<file path="src/peqe_pkg.sv">
// package for the priority event queue with expiry
// request, status and register codes used by the queue; its checker shares the status codes
// no dependencies

package peqe_pkg;

    localparam logic [2:0] REQ_ENQUEUE = 3'd0;
    localparam logic [2:0] REQ_DRAIN   = 3'd1;
    localparam logic [2:0] REQ_QUERY   = 3'd2;
    localparam logic [2:0] REQ_CLEAR   = 3'd3;
    localparam logic [2:0] REQ_SET     = 3'd4;

    localparam logic [3:0] ST_ACCEPTED   = 4'd0;
    localparam logic [3:0] ST_MISSING_ID = 4'd1;
    localparam logic [3:0] ST_WRONG_SRC  = 4'd2;
    localparam logic [3:0] ST_FULL       = 4'd3;
    localparam logic [3:0] ST_DUPLICATE  = 4'd4;
    localparam logic [3:0] ST_DISPATCHED = 4'd5;
    localparam logic [3:0] ST_FOUND      = 4'd6;
    localparam logic [3:0] ST_NONE       = 4'd7;
    localparam logic [3:0] ST_CLEARED    = 4'd8;
    localparam logic [3:0] ST_ACTIVE_SET = 4'd9;
    localparam logic [3:0] ST_ID_ABSENT  = 4'd10;

    localparam logic [0:0] REG_MAX_SIZE = 1'd0;
    localparam logic [0:0] REG_TIMEOUT  = 1'd1;

    localparam logic [1:0] NO_PRIORITY = 2'd3;
    localparam int unsigned MAX_RESULTS = 16;

    localparam logic [4:0]  MAX_SIZE_RESET = 5'd16;
    localparam logic [31:0] TIMEOUT_RESET  = 32'd5000;

endpackage

</file>
<file path="src/priority_event_queue_with_expiry.sv">
// priority event queue with expiry, top level
// entries live in one synchronous memory walked by a sequencer
// depends on peqe_pkg
//
// channel   dir  handshake          payload
// s_*       in   s_tvalid/s_tready  tuser req_type, tdata id/priority/flags/time
// m_*       out  m_tvalid/m_tready  tuser status, tdata id/priority/count, tlast
// cfg_*     in   cfg_valid/ready    cfg_index, cfg_data
//
// one memory read per entry visited, each visit a read state then an evaluate state
// enqueue: duplicate scan over the entries, then insertion shift from the tail
// drain/query: expiry pass over all entries, then one visit per emitted or scanned entry
// reset clears control state only, memory contents are never cleared
// results wait in the output register while m_tready is low

module priority_event_queue_with_expiry
    import peqe_pkg::*;
#(
    parameter int QUEUE_DEPTH = 16,
    parameter int ID_BITS     = 8
)
(
    input  logic                                clk,
    input  logic                                rst_n,
    input  logic                                s_tvalid,
    output logic                                s_tready,
    // irq_id, irq_priority, from_queued_source, has_id, active_flag, now_ms
    input  logic [((ID_BITS + 44) / 8) * 8-1:0] s_tdata,
    // req_type
    input  logic [2:0]                          s_tuser,
    output logic                                m_tvalid,
    input  logic                                m_tready,
    // entry_id, entry_priority, queue_count
    output logic [((ID_BITS + 14) / 8) * 8-1:0] m_tdata,
    // status
    output logic [3:0]                          m_tuser,
    output logic                                m_tlast,
    input  logic                                cfg_valid,
    output logic                                cfg_ready,
    input  logic [0:0]                          cfg_index,
    input  logic [31:0]                         cfg_data
);

    localparam int AW   = (QUEUE_DEPTH > 1) ? $clog2(QUEUE_DEPTH) : 1;
    localparam int CW   = $clog2(QUEUE_DEPTH + 1);
    localparam int CMPW = (CW > 5) ? CW : 5;
    localparam int OW   = ((ID_BITS + 14) / 8) * 8;

    localparam logic [4:0] S_IDLE   = 5'd0;
    localparam logic [4:0] S_RESP   = 5'd1;
    localparam logic [4:0] S_DUP_RD = 5'd2;
    localparam logic [4:0] S_DUP_EV = 5'd3;
    localparam logic [4:0] S_INS_RD = 5'd4;
    localparam logic [4:0] S_INS_EV = 5'd5;
    localparam logic [4:0] S_INS_WR = 5'd6;
    localparam logic [4:0] S_EXP_RD = 5'd7;
    localparam logic [4:0] S_EXP_EV = 5'd8;
    localparam logic [4:0] S_POST   = 5'd9;
    localparam logic [4:0] S_DRN_RD = 5'd10;
    localparam logic [4:0] S_DRN_EV = 5'd11;
    localparam logic [4:0] S_SH_RD  = 5'd12;
    localparam logic [4:0] S_SH_EV  = 5'd13;
    localparam logic [4:0] S_QRY_RD = 5'd14;
    localparam logic [4:0] S_QRY_EV = 5'd15;
    localparam logic [4:0] S_SET_RD = 5'd16;
    localparam logic [4:0] S_SET_EV = 5'd17;

    typedef struct packed {
        logic [ID_BITS-1:0] id;
        logic [1:0]         pri;
        logic [31:0]        stamp;
        logic               active;
    } entry_t;

    entry_t slot_mem [QUEUE_DEPTH];
    entry_t rd_data_reg;

    logic [4:0]         state_reg, state_next;
    logic [CW-1:0]      idx_reg, idx_next;
    logic [CW-1:0]      wptr_reg, wptr_next;
    logic [CW-1:0]      fill_reg, fill_next;
    logic [CW-1:0]      take_reg, take_next;
    logic [4:0]         max_reg, max_next;
    logic [31:0]        tmo_reg, tmo_next;
    logic [2:0]         req_reg, req_next;
    logic [ID_BITS-1:0] id_reg, id_next;
    logic [1:0]         pri_reg, pri_next;
    logic               act_reg, act_next;
    logic [31:0]        now_reg, now_next;
    logic [3:0]         st_reg, st_next;
    logic [ID_BITS-1:0] rid_reg, rid_next;
    logic [1:0]         rpri_reg, rpri_next;
    logic               ov_reg, ov_next;
    logic [3:0]         ostat_reg, ostat_next;
    logic [ID_BITS-1:0] oid_reg, oid_next;
    logic [1:0]         opri_reg, opri_next;
    logic [4:0]         ocnt_reg, ocnt_next;
    logic               olast_reg, olast_next;

    logic               mem_re, mem_we;
    logic [AW-1:0]      mem_ra, mem_wa;
    entry_t             mem_wd;

    logic [CW-1:0]      idx_inc, wptr_dec, sh_addr, w_after;
    logic [CMPW-1:0]    fill_ext, max_ext;
    logic [31:0]        age;
    logic               keep, out_free, in_fire;
    logic [2:0]         in_req;
    logic [ID_BITS-1:0] in_id;
    logic [1:0]         in_pri;
    logic               in_src, in_hid, in_act;
    logic [31:0]        in_now;
    entry_t             new_entry;

    assign in_req = s_tuser;
    assign in_id  = s_tdata[ID_BITS-1:0];
    assign in_pri = s_tdata[ID_BITS+1:ID_BITS];
    assign in_src = s_tdata[ID_BITS+2];
    assign in_hid = s_tdata[ID_BITS+3];
    assign in_act = s_tdata[ID_BITS+4];
    assign in_now = s_tdata[ID_BITS+36:ID_BITS+5];

    assign s_tready  = (state_reg == S_IDLE);
    assign in_fire   = s_tvalid && s_tready;
    assign cfg_ready = (state_reg == S_IDLE) && !s_tvalid;
    assign out_free  = !ov_reg || m_tready;

    assign m_tvalid = ov_reg;
    assign m_tuser  = ostat_reg;
    assign m_tlast  = olast_reg;
    assign m_tdata  = OW'({ocnt_reg, opri_reg, oid_reg});

    assign idx_inc  = idx_reg + CW'(1);
    assign wptr_dec = wptr_reg - CW'(1);
    assign sh_addr  = idx_reg + take_reg;
    assign fill_ext = CMPW'(fill_reg);
    assign max_ext  = CMPW'(max_reg);
    assign age      = now_reg - rd_data_reg.stamp;
    assign keep     = (age <= tmo_reg);
    assign w_after  = wptr_reg + CW'(keep);

    assign new_entry.id     = id_reg;
    assign new_entry.pri    = pri_reg;
    assign new_entry.stamp  = now_reg;
    assign new_entry.active = act_reg;

    always_comb
    begin
        state_next = state_reg;
        idx_next   = idx_reg;
        wptr_next  = wptr_reg;
        fill_next  = fill_reg;
        take_next  = take_reg;
        max_next   = max_reg;
        tmo_next   = tmo_reg;
        req_next   = req_reg;
        id_next    = id_reg;
        pri_next   = pri_reg;
        act_next   = act_reg;
        now_next   = now_reg;
        st_next    = st_reg;
        rid_next   = rid_reg;
        rpri_next  = rpri_reg;
        ov_next    = ov_reg && !m_tready;
        ostat_next = ostat_reg;
        oid_next   = oid_reg;
        opri_next  = opri_reg;
        ocnt_next  = ocnt_reg;
        olast_next = olast_reg;
        mem_re     = 1'b0;
        mem_ra     = idx_reg[AW-1:0];
        mem_we     = 1'b0;
        mem_wa     = idx_reg[AW-1:0];
        mem_wd     = rd_data_reg;

        unique case (state_reg)
            S_IDLE:
            begin
                if (in_fire)
                begin
                    req_next  = in_req;
                    id_next   = in_id;
                    pri_next  = in_pri;
                    act_next  = in_act;
                    now_next  = in_now;
                    idx_next  = '0;
                    wptr_next = '0;
                    rid_next  = '0;
                    rpri_next = '0;
                    unique case (in_req)
                        REQ_ENQUEUE:
                        begin
                            if (!in_hid)
                            begin
                                st_next    = ST_MISSING_ID;
                                state_next = S_RESP;
                            end
                            else if (!in_src)
                            begin
                                st_next    = ST_WRONG_SRC;
                                state_next = S_RESP;
                            end
                            else if (fill_ext >= max_ext
                                     || fill_ext >= CMPW'(QUEUE_DEPTH))
                            begin
                                st_next    = ST_FULL;
                                state_next = S_RESP;
                            end
                            else if (fill_reg == '0)
                            begin
                                state_next = S_INS_WR;
                            end
                            else
                            begin
                                state_next = S_DUP_RD;
                            end
                        end
                        REQ_DRAIN, REQ_QUERY:
                        begin
                            state_next = (fill_reg == '0) ? S_POST : S_EXP_RD;
                        end
                        REQ_CLEAR:
                        begin
                            fill_next  = '0;
                            st_next    = ST_CLEARED;
                            state_next = S_RESP;
                        end
                        REQ_SET:
                        begin
                            if (fill_reg == '0)
                            begin
                                st_next    = ST_ID_ABSENT;
                                state_next = S_RESP;
                            end
                            else
                            begin
                                state_next = S_SET_RD;
                            end
                        end
                        default:
                        begin
                            state_next = S_IDLE;
                        end
                    endcase
                end
            end
            S_RESP:
            begin
                if (out_free)
                begin
                    ov_next    = 1'b1;
                    ostat_next = st_reg;
                    oid_next   = rid_reg;
                    opri_next  = rpri_reg;
                    ocnt_next  = 5'(fill_reg);
                    olast_next = 1'b1;
                    state_next = S_IDLE;
                end
            end
            S_DUP_RD:
            begin
                mem_re     = 1'b1;
                state_next = S_DUP_EV;
            end
            S_DUP_EV:
            begin
                if (rd_data_reg.id == id_reg)
                begin
                    st_next    = ST_DUPLICATE;
                    state_next = S_RESP;
                end
                else if (idx_inc == fill_reg)
                begin
                    wptr_next  = fill_reg;
                    state_next = S_INS_RD;
                end
                else
                begin
                    idx_next   = idx_inc;
                    state_next = S_DUP_RD;
                end
            end
            S_INS_RD:
            begin
                mem_re     = 1'b1;
                mem_ra     = wptr_dec[AW-1:0];
                state_next = S_INS_EV;
            end
            S_INS_EV:
            begin
                mem_we = 1'b1;
                mem_wa = wptr_reg[AW-1:0];
                if (rd_data_reg.pri > pri_reg)
                begin
                    mem_wd     = rd_data_reg;
                    wptr_next  = wptr_dec;
                    state_next = (wptr_dec == '0) ? S_INS_WR : S_INS_RD;
                end
                else
                begin
                    mem_wd     = new_entry;
                    fill_next  = fill_reg + CW'(1);
                    st_next    = ST_ACCEPTED;
                    state_next = S_RESP;
                end
            end
            S_INS_WR:
            begin
                mem_we     = 1'b1;
                mem_wa     = wptr_reg[AW-1:0];
                mem_wd     = new_entry;
                fill_next  = fill_reg + CW'(1);
                st_next    = ST_ACCEPTED;
                state_next = S_RESP;
            end
            S_EXP_RD:
            begin
                mem_re     = 1'b1;
                state_next = S_EXP_EV;
            end
            S_EXP_EV:
            begin
                mem_we = keep;
                mem_wa = wptr_reg[AW-1:0];
                mem_wd = rd_data_reg;
                if (idx_inc == fill_reg)
                begin
                    fill_next  = w_after;
                    state_next = S_POST;
                end
                else
                begin
                    idx_next   = idx_inc;
                    wptr_next  = w_after;
                    state_next = S_EXP_RD;
                end
            end
            S_POST:
            begin
                idx_next = '0;
                if (fill_reg == '0)
                begin
                    st_next    = ST_NONE;
                    state_next = S_RESP;
                end
                else if (req_reg == REQ_DRAIN)
                begin
                    if (fill_ext > CMPW'(MAX_RESULTS))
                    begin
                        take_next = CW'(MAX_RESULTS);
                        fill_next = fill_reg - CW'(MAX_RESULTS);
                    end
                    else
                    begin
                        take_next = fill_reg;
                        fill_next = '0;
                    end
                    state_next = S_DRN_RD;
                end
                else
                begin
                    state_next = S_QRY_RD;
                end
            end
            S_DRN_RD:
            begin
                mem_re     = 1'b1;
                state_next = S_DRN_EV;
            end
            S_DRN_EV:
            begin
                if (out_free)
                begin
                    ov_next    = 1'b1;
                    ostat_next = ST_DISPATCHED;
                    oid_next   = rd_data_reg.id;
                    opri_next  = rd_data_reg.pri;
                    ocnt_next  = 5'(fill_reg);
                    olast_next = (idx_inc == take_reg);
                    if (idx_inc == take_reg)
                    begin
                        idx_next   = '0;
                        state_next = (fill_reg == '0) ? S_IDLE : S_SH_RD;
                    end
                    else
                    begin
                        idx_next   = idx_inc;
                        state_next = S_DRN_RD;
                    end
                end
            end
            S_SH_RD:
            begin
                mem_re     = 1'b1;
                mem_ra     = sh_addr[AW-1:0];
                state_next = S_SH_EV;
            end
            S_SH_EV:
            begin
                mem_we   = 1'b1;
                mem_wd   = rd_data_reg;
                idx_next = idx_inc;
                state_next = (idx_inc == fill_reg) ? S_IDLE : S_SH_RD;
            end
            S_QRY_RD:
            begin
                mem_re     = 1'b1;
                state_next = S_QRY_EV;
            end
            S_QRY_EV:
            begin
                if (rd_data_reg.active && rd_data_reg.pri < NO_PRIORITY)
                begin
                    st_next    = ST_FOUND;
                    rid_next   = rd_data_reg.id;
                    rpri_next  = rd_data_reg.pri;
                    state_next = S_RESP;
                end
                else if (idx_inc == fill_reg)
                begin
                    st_next    = ST_NONE;
                    state_next = S_RESP;
                end
                else
                begin
                    idx_next   = idx_inc;
                    state_next = S_QRY_RD;
                end
            end
            S_SET_RD:
            begin
                mem_re     = 1'b1;
                state_next = S_SET_EV;
            end
            S_SET_EV:
            begin
                if (rd_data_reg.id == id_reg)
                begin
                    mem_we        = 1'b1;
                    mem_wd.active = act_reg;
                    st_next       = ST_ACTIVE_SET;
                    state_next    = S_RESP;
                end
                else if (idx_inc == fill_reg)
                begin
                    st_next    = ST_ID_ABSENT;
                    state_next = S_RESP;
                end
                else
                begin
                    idx_next   = idx_inc;
                    state_next = S_SET_RD;
                end
            end
            default:
            begin
                state_next = S_IDLE;
            end
        endcase

        if (cfg_valid && cfg_ready)
        begin
            unique case (cfg_index)
                REG_MAX_SIZE:
                begin
                    max_next = cfg_data[4:0];
                    if (fill_ext > CMPW'(cfg_data[4:0]))
                    begin
                        fill_next = CW'(cfg_data[4:0]);
                    end
                end
                REG_TIMEOUT:
                begin
                    tmo_next = cfg_data;
                end
                default:
                begin
                    tmo_next = tmo_reg;
                end
            endcase
        end
    end

    always_ff @(posedge clk)
    begin
        if (mem_we)
        begin
            slot_mem[mem_wa] <= mem_wd;
        end
        if (mem_re)
        begin
            rd_data_reg <= slot_mem[mem_ra];
        end
    end

    always_ff @(posedge clk or negedge rst_n)
    begin
        if (!rst_n)
        begin
            state_reg <= S_IDLE;
            fill_reg  <= '0;
            max_reg   <= MAX_SIZE_RESET;
            tmo_reg   <= TIMEOUT_RESET;
            ov_reg    <= 1'b0;
        end
        else
        begin
            state_reg <= state_next;
            fill_reg  <= fill_next;
            max_reg   <= max_next;
            tmo_reg   <= tmo_next;
            ov_reg    <= ov_next;
        end
    end

    always_ff @(posedge clk)
    begin
        idx_reg   <= idx_next;
        wptr_reg  <= wptr_next;
        take_reg  <= take_next;
        req_reg   <= req_next;
        id_reg    <= id_next;
        pri_reg   <= pri_next;
        act_reg   <= act_next;
        now_reg   <= now_next;
        st_reg    <= st_next;
        rid_reg   <= rid_next;
        rpri_reg  <= rpri_next;
        ostat_reg <= ostat_next;
        oid_reg   <= oid_next;
        opri_reg  <= opri_next;
        ocnt_reg  <= ocnt_next;
        olast_reg <= olast_next;
    end

endmodule

</file>
<file path="config.mk">
export PLATFORM = sky130hd
export DESIGN_NAME = priority_event_queue_with_expiry
export DESIGN_NICKNAME = d
export VERILOG_FILES = /design/src/peqe_pkg.sv /design/src/priority_event_queue_with_expiry.sv
export SDC_FILE = /design/constraint.sdc
export NUM_CORES = 1
export LEC_CHECK = 0
export BUFFER_PORTS_ARGS = -buffer_cell sky130_fd_sc_hd__buf_2
export CORE_MARGIN = 2
export CORE_UTILIZATION = 30
export CTS_CLUSTER_DIAMETER = 60
export CTS_CLUSTER_SIZE = 8
export DETAILED_ROUTE_END_ITERATION = 7
export HOLD_SLACK_MARGIN = 0.12
export SLEW_MARGIN = 5
export SYNTH_ARGS = -nofsm -noshare
export SYNTH_HDL_FRONTEND = slang
export SYNTH_SLANG_ARGS = --single-unit
export TNS_END_PERCENT = 20
</file>
<file path="constraint.sdc">
create_clock -name clk -period 11.12 [get_ports clk]
set_input_delay 2.78 -clock clk [delete_from_list [all_inputs] [get_ports clk]]
set_output_delay 2.78 -clock clk [all_outputs]
set_load 0.05 [all_outputs]
</file>
==> results of run 1 <==
==> cells by family (layout without fill, tap and decap cells) <==
kind of cell,Yosys count,after routing,share of synthesized area
other cells,1,2,0.00009663
compound gates,591,591,0.1069
simple gates,850,850,0.1043
flops,874,874,0.6703
mux,179,179,0.04891
fa+ha+maj,88,88,0.02876
buf+inv,261,469,0.02824
xor+xnor,55,55,0.01241
==> report_power, final <==
group	switching, mW	leakage [nW]	internal [mW]
clock network	1.33	1.63	2.00
registers	0.248	8.07	4.56
logic	3.62	5.88	1.96
==> layer usage <==
| metal | global-route usage | up-vias | share of wire |
|---|---|---|---|
| met5 | 0 | - | 0 |
| met4 | 0.04515 | 0 | 0.022 |
| met3 | 0.02339 | 159 | 0.059 |
| met2 | 0.2491 | 742 | 0.48 |
| met1 | 0.2053 | 12216 | 0.44 |
| li1 | - | 11233 | - |
==> metrics by stage <==
step	total power, mW	utilization	std cells
global placement	10.37	0.3249	4648
floorplan	8.689	-	2899
finish	13.72	0.3514	4837
detailed placement	10.44	0.3249	4648
global route	14.50	0.3514	4837
CTS	13.80	0.3514	4836
==> cells in the final DEF, fill, tap and decap left out, drive strengths merged, types with 13 or more instances in the layout <==
| master | instances |
|---|---|
| a211oi | 138 |
| a21o | 20 |
| a21oi | 66 |
| a221o | 46 |
| a31oi | 100 |
| and2 | 146 |
| and3 | 48 |
| buf | 181 |
| clkbuf | 178 |
| dfrtp | 42 |
| edfxtp | 826 |
| ha | 86 |
| inv | 102 |
| mux2 | 85 |
| mux2i | 94 |
| nand2 | 411 |
| nand3 | 24 |
| nand4 | 13 |
| nor2 | 109 |
| nor2b | 19 |
| nor3 | 19 |
| o21ai | 90 |
| o32ai | 46 |
| xnor2 | 31 |
| xor2 | 24 |
==> synth_stat cells, types with 10 or more instances <==
cell and n:
xnor2_1 31, nor3_1 19, a21o_1 20, xor2_1 24, and2_0 79, a211oi_1 138
nor2_1 107, o21ai_0 90, ha_1 86, nand2b_1 12, inv_1 100, a221o_1 46
clkbuf_1 104, dfrtp_1 42, mux2_2 85, mux2i_1 94, buf_4 12, or2_2 10
and2_1 67, a31oi_1 100, nor2b_1 19, a21oi_1 66, buf_2 39, edfxtp_1 826
nand2_1 411, nand4_1 13, nand3_1 22, o32ai_1 46, and3_1 48
==> critical path, stage by stage (launching register included) <==
cell and delay, ns:
edfxtp_1 0.38, ha_1 0.26, fa_1 0.41, nor2b_1 0.16, o31a_1 0.26, o21ai_0 0.17
a21oi_1 0.23, o21ai_0 0.15, o311ai_0 0.46, ha_1 0.32, nand3_1 0.11, or4_1 0.26
a21oi_1 0.09, nor4bb_1 0.72, a22o_1 0.50, a21oi_4 0.32, nor3b_2 0.74, buf_4 0.77
==> worst min path at each step <==
stage,startpoint,end,slack [ns],depth (start not counted)
after floorplan,tmo_reg[1]$_DFFE_PN0P_,tmo_reg[1]$_DFFE_PN0P_,0.45,2
after global placement,tmo_reg[2]$_DFFE_PN0P_,tmo_reg[2]$_DFFE_PN0P_,0.47,2
after detailed placement,tmo_reg[2]$_DFFE_PN0P_,tmo_reg[2]$_DFFE_PN0P_,0.48,2
after CTS,tmo_reg[2]$_DFFE_PN0P_,tmo_reg[2]$_DFFE_PN0P_,0.49,2
after global routing,st_reg[0]$_DFFE_PP_,m_tuser[0]$_SDFFCE_PP1P_,0.52,1
final,tmo_reg[4]$_DFFE_PN0P_,tmo_reg[4]$_DFFE_PN0P_,0.49,2
==> final cells by class <==
| type | instances | share of cell area |
|---|---|---|
| Tap cell | 1729 | 0.04809 |
| Antenna cell | 1 | 0.00005563 |
| Timing Repair Buffer | 181 | 0.02531 |
| Inverter | 100 | 0.008345 |
| Multi-Input combinational cell | 1764 | 0.2646 |
| Clock inverter | 10 | 0.002337 |
| Sequential cell | 874 | 0.5783 |
| Clock buffer | 178 | 0.07299 |
==> impl_metrics.tcl, run 1 <==
set metrics [dict create \
    seqCellArea_um2 26010 \
    critPathArrivalTime_ns 7.09 \
    synth_top_cell_by_area "edfxtp_1" \
    max_cap_violations 0 \
    post-route-min-period_ns 6.771 \
    hp-class "reg -> reg" \
    cts_hold_buf 0 \
    core_um2 128000 \
    clkLatencyLatePin_ns 0.72 \
    drt-wirelength-per-cell_um 21.11 \
    cts.path.max_buffers 3 \
    ys_ff_latch 874 \
    r2r_slack_ns 4.35 \
    grt_pass1_vias 23419 \
    post-place-ws_ns 4.291 \
    irDropWorstVdd_uv 349.2 \
    regToRegEndpoint "slot_mem[5][3]$_DFFE_PP_" \
    placed_area_um2 41590 \
    grt_max_degree 199 \
    status "completed" \
    synthCells 2899 \
    ios 113 \
    timing.final.crit_share 0.6089 \
    worstSetupEndpointType "flip-flop" \
    port_buffers 108 \
    hold_viol_final 0 \
    die_w_um 363.7 \
    drc 0 \
    multiInputGateArea_um2 11900 \
    drtIter0Drc 2224 \
    crit_path_start_kind "flip-flop" \
    cts_max_level 3 \
    cts_sinks 874 \
    gr-total-overflow 0 \
    powerDensity_nw_per_um2 305.1 \
    grt_pass1_wl_um 150100 \
    ff2ff_path_depth 17 \
    cts_tree "built" \
    report.final.slew_viol_count 0 \
    max_freq_ghz 0.1477 \
    fin_setup_tns_ns 0 \
    initial_utilization 0.3031 \
    antenna_found_initial 4 \
    postSynthNetCount 3076 \
    post-dp-hpwl_um 56910 \
    tightest_slew_ns 1.136 \
    post_cts_buffers 0 \
    nFillCells 12271 \
    endpoint "slot_mem[5][3]$_DFFE_PP_" \
    setup_viol 0 \
    yosys_warnings 0 \
    synth_top_area_frac 0.6392 \
    synth.distinct_cells 75 \
    required_ns 11.43 \
    clock_skew_ns 0.03726 \
    largest_reg_flops 688 \
    row_count 131 \
    layout-drive-gt1-share 0.1455 \
    relSlewSlack 0.2429 \
    worstPathMaxFanout 37 \
    syn_avg_cell_area_um2 13.39 \
    synthArstFlopShare 0.05492 \
    fin_nets 3219 \
    rsz0062_at_grt "false" \
    ys_seq_area_frac 0.6703 \
    reg2reg_from "rd_data_reg[1]$_DFFE_PP_" \
    die_area_um2 132200 \
    whs_ns 0.4944 \
    syn_area_um2 38810 \
    vias 24350 \
    yosys_most_used_dff "edfxtp_1" \
    drtAntennaViolNets 0 \
    root_buffer "clkbuf_16" \
    area_growth_pct 15.91 \
    crit_start "rd_data_reg[1]$_DFFE_PP_" \
    globalplace.congestion 0.8704 \
    cts_made_buffers 121 \
    cts_resized 0 \
    vias_per_cell 5.034 \
    timing.final.ws_setup_ns 4.349 \
    clkTransAtPathRegs_ns 0.05 \
    die_h_um 363.7 \
    synth_edf_count 826 \
    path_class "reg -> reg" \
    p_leak_nw 15.58 \
    postLayoutCellArea_um2 44980 \
    routed_wl_um 102100 \
    grt_usage 0.1511 \
    drt_pass1_iterations 5 \
    synthTopCellsByArea "edfxtp_1 64%, nand2_1 4.0%, ha_1 2.8%" \
]
Note: power is estimated with default switching activity, not from simulation.
==> run 2: changes to the inputs <==
- ABC_AREA: unset -> 1
- clock period: 11.12 -> 6.2 ns (I/O delays scaled with it)
==> run 2 against run 1 <==
- cell area increased by 1.5%
- register-to-register slack got worse by 3.5 ns
- non-clock buffer count increased by 17
- clock skew decreased by 0.0093 ns
- synthesized area increased by 1.5%
- power increased by 77%
- clock power increased by 77%
- clock-buffer cell count decreased by 17
- sequential power increased by 78%
- critical endpoint is now slot_mem[8][10]$_DFFE_PP_
- largest power group unchanged
==> impl_metrics.tcl, run 2 <==
set metrics [dict create \
    synthArstFlopShare 0.05492 \
    die_w_um 366.3 \
    grt_usage 0.1569 \
    vias 26964 \
    timing.final.crit_share 0.8591 \
    cts_hold_buf 0 \
    post-dp-hpwl_um 62610 \
    area_growth_pct 15.99 \
    post_cts_buffers 0 \
    max_cap_violations 0 \
    place_inst 5471 \
    drc 0 \
    grt_pass1_vias 25184 \
    max_freq_ghz 0.1877 \
    cts_made_buffers 121 \
    regToRegEndpoint "slot_mem[8][10]$_DFFE_PP_" \
    yosysMostFrequentCell "edfxtp_1" \
    clkLatencyLatePin_ns 0.70 \
    rsz0062_at_grt "false" \
    row_count 132 \
    irDropWorstVdd_uv 386.8 \
    status "completed" \
    ff2ff_path_depth 20 \
    crit_start "rd_data_reg[1]$_DFFE_PP_" \
    synth_top_area_frac 0.6299 \
    critPathArrivalTime_ns 5.71 \
    required_ns 6.58 \
    yosys_most_used_dff "edfxtp_1" \
    yosys_warnings 0 \
    p_leak_nw 17.86 \
    reg2reg_from "rd_data_reg[1]$_DFFE_PP_" \
    drtIter0Drc 2506 \
    clock_skew_ns 0.02799 \
    ys_seq_area_frac 0.6606 \
    drt_pass1_iterations 6 \
    synthTopCellsByArea "edfxtp_1 63%, nand2_1 7.3%, nand3_1 4.3%" \
    vias_per_cell 4.778 \
    synth_edf_count 826 \
    worstSetupEndpointType "flip-flop" \
    clkTransAtPathRegs_ns 0.05 \
    globalplace.congestion 0.9218 \
    hold_viol_final 0 \
    hp-class "reg -> reg" \
    syn_area_um2 39380 \
    final_cell_mix "826 x edfxtp_1, 762 x nand2_1, 421 x nor2_1" \
    nFillCells 12854 \
    drtAntennaViolNets 0 \
    initial_utilization 0.3033 \
    antenna_cells 0 \
    crit_path_start_kind "flip-flop" \
    worstPathMaxFanout 15 \
    synth_top_cell_by_area "edfxtp_1" \
    post-route-min-period_ns 5.327 \
    port_buffers 108 \
    routed_wl_um 108300 \
    fin_nets 4029 \
    layout.cells.non_filler 5643 \
    cts_sinks 874 \
    report.final.slew_viol_count 0 \
    ios 113 \
    grt_max_degree 220 \
    cts_max_level 3 \
    relSlewSlack 0.1683 \
    ys_ff_latch 874 \
    largest_reg_flops 688 \
    syn_avg_cell_area_um2 10.66 \
    r2r_slack_ns 0.87 \
    layout-drive-gt1-share 0.09690 \
    die_area_um2 134200 \
    cts.path.max_buffers 3 \
    synth.top_cells.by_count "826 x edfxtp_1, 766 x nand2_1, 438 x nor2_1" \
    tightest_slew_ns 1.248 \
    endpoint "slot_mem[8][10]$_DFFE_PP_" \
    synthCells 3694 \
    cts_tree "built" \
    synth.distinct_cells 46 \
    powerDensity_nw_per_um2 532.8 \
    drt-wirelength-per-cell_um 19.19 \
    mostFrequentLayoutCell "edfxtp_1" \
    grt_pass1_wl_um 160100 \
    root_buffer "clkbuf_16" \
    path_class "reg -> reg" \
    cts_resized 0 \
    fin_setup_tns_ns 0 \
    core_um2 129800 \
    die_h_um 366.3 \
    setup_viol 0 \
    antenna_found_initial 8 \
    gr-total-overflow 0 \
    postSynthNetCount 3871 \
]
run 2: changes by cell type after synthesis, moves of 64 or more:
cell      change
nor2_1      +331
a211oi_1    -138
mux2i_1      -94
o211ai_1    +126
o21ai_0     +166
and2_1       -66
a31oi_1      -89
nand3_1     +315
buf_2        +64
and2_0       -79
inv_1       +303
mux2_2       -85
nand2_1     +355
run 2: how the worst min path moves through the flow:
stage | start | to | slack (ns) | depth (start not counted)
after floorplan | max_ext[1]$_DFFE_PN0P_ | max_ext[1]$_DFFE_PN0P_ | 0.45 | 2
after global placement | max_ext[3]$_DFFE_PN0P_ | max_ext[3]$_DFFE_PN0P_ | 0.47 | 2
after detailed placement | max_ext[2]$_DFFE_PN0P_ | max_ext[2]$_DFFE_PN0P_ | 0.48 | 2
after CTS | max_ext[2]$_DFFE_PN0P_ | max_ext[2]$_DFFE_PN0P_ | 0.49 | 2
after global routing | max_ext[3]$_DFFE_PN0P_ | max_ext[3]$_DFFE_PN0P_ | 0.51 | 2
final | max_ext[3]$_DFFE_PN0P_ | max_ext[3]$_DFFE_PN0P_ | 0.49 | 2
run 2: final cells by class:
class | count | area [µm²] | share of cell area
Multi-Input combinational cell | 2247 | 11230 | 0.2459
Sequential cell | 874 | 26010 | 0.5695
Inverter | 410 | 1545 | 0.03383
Clock inverter | 11 | 103.9 | 0.002274
Timing Repair Buffer | 198 | 1391 | 0.03046
Clock buffer | 161 | 3209 | 0.07026
Tap cell | 1742 | 2180 | 0.04772
run 2: worst max-delay path, stage by stage, from the launching register on:
cell      delay, ns
edfxtp_1       0.39
ha_1           0.26
fa_1           0.41
o21ai_0        0.55
a21oi_1        0.21
o31ai_1        0.48
nand2_1        0.20
nand3_1        0.12
nand2_1        0.06
ha_1           0.27
nand2_1        0.05
nor2_1         0.11
nand2_1        0.11
nor2_1         0.16
nand4_1        0.10
nand2_1        0.17
nand2_1        0.07
nand2_1        0.12
nand2_1        0.24
nor2_4         0.64
buf_12         0.27
run 2: per-stage QoR:
step | hold slack (ns) | instance area, µm² | setup slack (ns) | util | power (mW)
floorplan | 0.4530 | 39380 | 0.8459 | - | 15.37
global placement | 0.4682 | 42360 | 0.9446 | 0.3263 | 18.39
detailed placement | 0.4767 | 42360 | 0.9194 | 0.3263 | 18.52
CTS | 0.4901 | 45680 | 0.8755 | 0.3518 | 24.44
global route | 0.5075 | 45680 | 0.5124 | 0.3518 | 25.88
finish | 0.4883 | 45680 | 0.8733 | 0.3518 | 24.33
run 2: kinds of logic (layout without fill, tap and decap cells):
logic type / after synthesis / count (layout) / synth area share
compound gates: 532 / 532 / 0.07883
xor+xnor: 36 / 36 / 0.008007
fa+ha+maj: 88 / 88 / 0.02834
buf+inv: 573 / 780 / 0.05869
flops: 874 / 874 / 0.6606
other cells: 1 / 1 / 0.00009523
simple gates: 1590 / 1590 / 0.1654
run 2: layer usage:
metal / share of wire / GRT usage / up-vias
met5: 0.00073 / 0 / -
met4: 0.025 / 0.04843 / 12
met3: 0.070 / 0.02419 / 174
met2: 0.47 / 0.2540 / 923
met1: 0.44 / 0.2161 / 12908
li1: - / - / 12947
run 2: report_power, final:
group | internal, mW | total [mW] | switching (mW)
sequential | 8.24 | 8.57 | 0.338
clock | 3.53 | 5.89 | 2.36
combinational | 2.86 | 9.87 | 7.01
total | 14.6 | 24.3 | 9.71
